[config.mk]
export PLATFORM = sky130hd
export DESIGN_NAME = m4vt_cfg
export DESIGN_NICKNAME = d
export VERILOG_FILES = /design/src/rtl/m4vt_pkg.sv /design/src/rtl/m4vt_cfg.sv
export SDC_FILE = /design/constraint.sdc
export NUM_CORES = 1
export LEC_CHECK = 0
export BUFFER_PORTS_ARGS = -buffer_cell sky130_fd_sc_hd__buf_2
export CORE_AREA = 2 2 224 226
export DETAILED_ROUTE_END_ITERATION = 16
export DIE_AREA = 0 0 226 228
export SYNTH_ARGS = -nofsm -noshare
export SYNTH_HDL_FRONTEND = slang
export SYNTH_SLANG_ARGS = --single-unit
[constraint.sdc]
create_clock -name clk -period 0.99 [get_ports clk]
set_input_delay 0.0495 -clock clk [delete_from_list [all_inputs] [get_ports clk]]
set_output_delay 0.0495 -clock clk [all_outputs]
set_load 0.05 [all_outputs]
[src/rtl/m4vt_pkg.sv]
// ----------------------------------------------------------------------------
// m4vt_pkg
// Shared widths, register indexes and types of the 4x4 matrix-vector block.
// ----------------------------------------------------------------------------
package m4vt_pkg;

	localparam int DATA_W        = 32;
	localparam int PROD_W        = 2 * DATA_W;
	localparam int PAIR_W        = PROD_W + 1;
	localparam int SUM_W         = PROD_W + 2;
	localparam int NUM_ROWS      = 4;
	localparam int NUM_COLS      = 4;
	localparam int NUM_REGS      = 8;
	localparam int REG_W         = 64;
	localparam int CFG_IDX_W     = 3;
	localparam int DEF_FRAC_BITS = 16;

	// register indexes: column c, row pair (0/1 or 2/3)
	localparam logic [CFG_IDX_W-1:0] REG_C0_R01 = 3'd0;
	localparam logic [CFG_IDX_W-1:0] REG_C0_R23 = 3'd1;
	localparam logic [CFG_IDX_W-1:0] REG_C1_R01 = 3'd2;
	localparam logic [CFG_IDX_W-1:0] REG_C1_R23 = 3'd3;
	localparam logic [CFG_IDX_W-1:0] REG_C2_R01 = 3'd4;
	localparam logic [CFG_IDX_W-1:0] REG_C2_R23 = 3'd5;
	localparam logic [CFG_IDX_W-1:0] REG_C3_R01 = 3'd6;
	localparam logic [CFG_IDX_W-1:0] REG_C3_R23 = 3'd7;

	localparam logic signed [DATA_W-1:0] Q_MAX = {1'b0, {(DATA_W-1){1'b1}}};
	localparam logic signed [DATA_W-1:0] Q_MIN = {1'b1, {(DATA_W-1){1'b0}}};

	typedef logic signed [DATA_W-1:0] q_t;
	typedef logic [REG_W-1:0]         mreg_t;

	typedef struct packed {
		q_t   data;
		logic sat;
	} lane_res_t;

endpackage

[src/rtl/m4vt_cfg.sv]
// ----------------------------------------------------------------------------
// m4vt_cfg
// Matrix register file; resets to the identity in the current Q format.
// ----------------------------------------------------------------------------
module m4vt_cfg
	import m4vt_pkg::*;
#(
	parameter int FRAC_BITS = DEF_FRAC_BITS
) (
	input  logic                 clk,
	input  logic                 arst_n,
	input  logic                 cfg_we,
	input  logic [CFG_IDX_W-1:0] cfg_index,
	input  logic [REG_W-1:0]     cfg_data,
	output mreg_t                mreg [NUM_REGS]
);

	localparam mreg_t ONE_LO = REG_W'(64'd1 << FRAC_BITS);
	localparam mreg_t ONE_HI = REG_W'(64'd1 << (FRAC_BITS + DATA_W));

	mreg_t mreg_q [NUM_REGS];

	always_ff @(posedge clk or negedge arst_n) begin
		if (!arst_n) begin
			mreg_q[REG_C0_R01] <= ONE_LO;
			mreg_q[REG_C0_R23] <= '0;
			mreg_q[REG_C1_R01] <= ONE_HI;
			mreg_q[REG_C1_R23] <= '0;
			mreg_q[REG_C2_R01] <= '0;
			mreg_q[REG_C2_R23] <= ONE_LO;
			mreg_q[REG_C3_R01] <= '0;
			mreg_q[REG_C3_R23] <= ONE_HI;
		end else if (cfg_we) begin
			mreg_q[cfg_index] <= cfg_data;
		end
	end

	assign mreg = mreg_q;

endmodule

Yosys cells after proc, flatten, opt, wreduce, memory -nomap -nowiden
Index checks and enable logic that the tools add are counted.
{"block": "word_totals", "reg_bits": 512, "inputBits": 70, "out_inout_bits": 512, "word_cells": 15}
{"block": "classes", "order_cmp": 2, "n_bitwise": 1, "n_reduce_logical": 1, "n_mux": 3}
{"operator": "512-bit bitwise mux", "count": 1}
{"operator": "64-bit demux with 3-bit select", "count": 1}
{"operator": "64-bit two-way mux", "count": 1}
{"operator": "4-bit greater-or-equal comparator, second input constant", "count": 1}
{"operator": "4-bit by 1-bit < comparator with 1-bit output, second input constant", "count": 1}
{"operator": "3-bit NOT with 4-bit output", "count": 1}
{"operator": "1-bit logical AND", "count": 1}

Logic depth before layout (Yosys ltp)
{"block": "depth", "word_depth": 6, "mapped_depth": 4, "mapped_depth_nobuf": 2}

Worst setup path after synthesis
OpenSTA, ideal clock, no wires.
{"block": "synth_timing", "path_kind": "input to register", "from": "input cfg_index[0]", "to": "register mreg_q, in the netlist mreg[451]", "n_path_buf": 2, "t_arrival_ps": 976, "t_required_ps": 865, "cell_stages": 4, "path_slack_ps": -111, "setup_ps": 125, "cell_sequence": "nor4b_2 buf_4 buf_4 mux2_2"}
{"block": "synth_via", "elab_chain_cells": 6, "word_cells_on_any_way": 7, "cone_classes": "order compare (2); mux (3); bitwise (1); reduce/logical (1)"}
{"element": "start: declaration", "line_no": "m4vt_cfg.sv:13", "rtl": "input logic [CFG_IDX_W-1:0] cfg_index,"}
{"element": "3-bit NOT with 4-bit output (not written as such) (*)", "line_no": "m4vt_cfg.sv:34", "rtl": "mreg_q[cfg_index] <= cfg_data;"}
{"element": "4-bit greater-or-equal comparator (not written as such) / 4-bit by 1-bit < comparator with 1-bit output (equally long branches)", "line_no": "m4vt_cfg.sv:34"}
{"element": "1-bit logical AND (not written as such)", "line_no": "m4vt_cfg.sv:34"}
{"element": "64-bit two-way mux (not written as such)", "line_no": "m4vt_cfg.sv:34"}
{"element": "64-bit demux with 3-bit select (*)", "line_no": "m4vt_cfg.sv:34"}
{"element": "512-bit bitwise mux (*)", "line_no": "m4vt_cfg.sv:34"}
{"element": "end signal: indexed assignment", "line_no": "m4vt_cfg.sv:34"}
{"element": "end: declaration", "line_no": "m4vt_cfg.sv:21", "rtl": "mreg_t mreg_q [NUM_REGS];"}
Every way passes the cells marked *; elsewhere a longest branch is shown, timed or not.
A chain may end at the register's enable or synchronous reset.

Worst setup path after layout
{"block": "layout_timing", "from": "register mreg_q, in the netlist mreg[48]", "to": "output mreg[48] (netlist bit)"}
{"element": "end: declaration", "line_no": "m4vt_cfg.sv:15", "rtl": "output mreg_t mreg [NUM_REGS]"}
No word-level cell between the ends.

==> results.md <==
* Status: complete, but fails checks
* Failing checks: hold timing, setup timing
* Max incr delay on CP at 0.55 ns
* Syn Inst Count at 1087
* # DRC at 0
* Worst-path fanout max at 2
* Critical path type: flop to primary output
* Fin. Hold Viols at 10
* Synth unique cells at 11
* CTS tree: yes
* Vias at 12500
* Tcrit/Tclk final at 134%
* XOR/XNOR Fraction of Synth Area at 0%
* # port buffers at 581
* CP Data Required Time at 0.94 ns
* CTS root buffer: clkbuf_16
* Die span in y at 228 µm
* FP Rows at 82
* Worst path bufs/invs at 1
* Area growth, synth to finish at 57.0%
* Cells along the critical path: buf_8
* Clk Latency, worst-skew pair at 0.57 ns
* Starting DRT DRC Count at 441
* CP top delay family: flip-flops
* Crit path capture type: primary output
* Total die area at 0.0515 mm²
* Global-route wire length before repair at 88000 µm
* Initial Utilization at 38.9%
* Hold Slack at -0.0419 ns
* CORE AREA at 0.0493 mm²
* Startpoint types: flop
* Hold_buf cts at 66
* Adder-cell share of the synthesized area at 0%
* IO Pins at 582
* Antenna Diode Count at 0
* Routability-driven placement congestion ratio at 0.768
* TritonRoute pass-1 iters at 4
* Detailed-placement wirelength estimate at 39800 µm
* Largest family of logic cells by synthesized area: multiplexers
* Yosys warns at 0
* Post-Syn Area per Cell at 17.7 µm²
* Tmin final at 1.33 ns
* Largest register FFs at 512
* Max clock buf depth at 3
* Worst hold path type: input port to async pin
* Overall power at 0.0852 W
* Cell Area, Synth at 0.0192 mm²
* Final Max Slew Viols at 0
* Clock Sinks at 512
* CTS Buf Count at 53
* Slowest cell on crit path: dfstp_2
* Register bit total from synthesis at 512
* Layout cells sized above 1 at 82.3%
* Register area share after synthesis at 66.8%
* Commonest cells after routing, fill and taps aside: mux2_2 (512), buf_6 (485), dfrtp_2 (254), dfrtp_1 (254), buf_4 (136)
* Commonest non-fill, non-tap cell in the layout: mux2_2
* Pre-CTS WS at -0.392 ns
* Final worst setup slack at -0.341 ns
* Final setup viols at 528
* Compound-Gate Fraction of Synth Area at 0%
* Fmax achieved at 751 MHz
* Fin Clk Skew at 0 ns
* Pwr/cell area at 2830 mW/mm²
* Syn nets at 1157
* Slew @ Worst Pin at 0.331 ns
* Global route total overflow at 0
* RSZ-0062 raised after global routing: yes
* Largest net degree at the start of global routing at 51
* GRT Util Overall at 22.7%
* Aggregate routed wire length at 58800 µm
* Vias per inst at 4.79
* WL/cell at 22.5 µm
* LEAKAGE at 13.5 nW
* Simple-gate share of the synthesized area at 0.476%
* Die Wd at 226 µm
* Max_slew headroom at 77.9%
* Clk pin slew, worst setup/hold paths at 0.06 ns
* Number of global-route vias before repair at 13700
* NumNets Final at 1972
* Finished Core Util at 61.0%
* Max_cap viols at 0
* Mux contribution to synthesized area at 30.0%
* VDD IR max at 0.00182 V
* Final ANT Viol Nets at 0
* Crit path DAT at 1.28 ns
* Initial antenna violation count at 0
* # H-tree levels at 2
cell families after synthesis:
| logic type | Yosys count |
|---|---|
| flops | 512 |
| simple gates | 8 |
| mux | 512 |
| buf+inv | 55 |
per-layer routing:
metal | share of wire [%] | up-vias | track usage [%]
li1 | - | 5508 | -
met3 | 6.5 | 111 | 6.13
met1 | 38 | 6530 | 26.2
met5 | 0 | - | 0
met4 | 3.7 | 0 | 8.15
met2 | 52 | 368 | 40.1
final cells by class:
cell class                      instances  area (µm²)
Multi-Input combinational cell        520        5890
Tap cell                              672         841
Fill cell                            3651       19200
Sequential cell                       512       13100
Clock inverter                          5        75.1
Clock buffer                           90        1630
Timing Repair Buffer                  815        8550
worst paths after layout:
check | from | to | slack, ns | depth (start not counted)
max reg2reg | mreg[47] | mreg[47] | -0.08 | 3
max | mreg[48] | mreg[48] | -0.34 | 1
min in group clk | cfg_index[1] | mreg[296] | 0.15 | 4
min reg2reg | mreg[281] | mreg[281] | 0.52 | 1
min | arst_n | mreg[493] | -0.04 | 2
max in group asynchronous | arst_n | mreg[20] | 0.36 | 4
metrics by stage:
stage          TNS [ns]  cell area, µm²  std cells  hold slack (ns)
6_report        -101.48           30100       2614          -0.0419
5_1_grt         -124.30           30100       2614          -0.0530
4_1_cts         -122.89           29600       2557            0.122
3_5_place_dp    -167.12           23800       2362          -0.0381
3_3_place_gp    -158.65           23800       2362          -0.0460
2_1_floorplan    -19.73           19500       1087           -0.246
power by group:
part           internal, W  switching [W]  total (W)
Sequential          0.0260        0.00346     0.0295
Clock               0.0116        0.00791     0.0195
Combinational       0.0139         0.0223     0.0363
Total               0.0515         0.0337     0.0852
Yosys cell counts:
cell type    n  area share, %
buf_2        9           0.23
buf_6        3           0.18
dfstp_2      4           0.55
nand4b_1     3           0.14
and4bb_2     3           0.20
dfrtp_1    508             66
mux2_2     512             30
nand4_2      1          0.065
buf_4       25           0.98
nor4b_2      1          0.078
clkbuf_8    18            1.3
repair_timing:
action | in CTS | in global routing
setup endpoints to repair | 512 | 522
endpoints found under the hold margin | 1024 | 10
buffers inserted | 34 | 58
gates resized for setup | 1031 | 20
(Power assumes the default switching activity.)
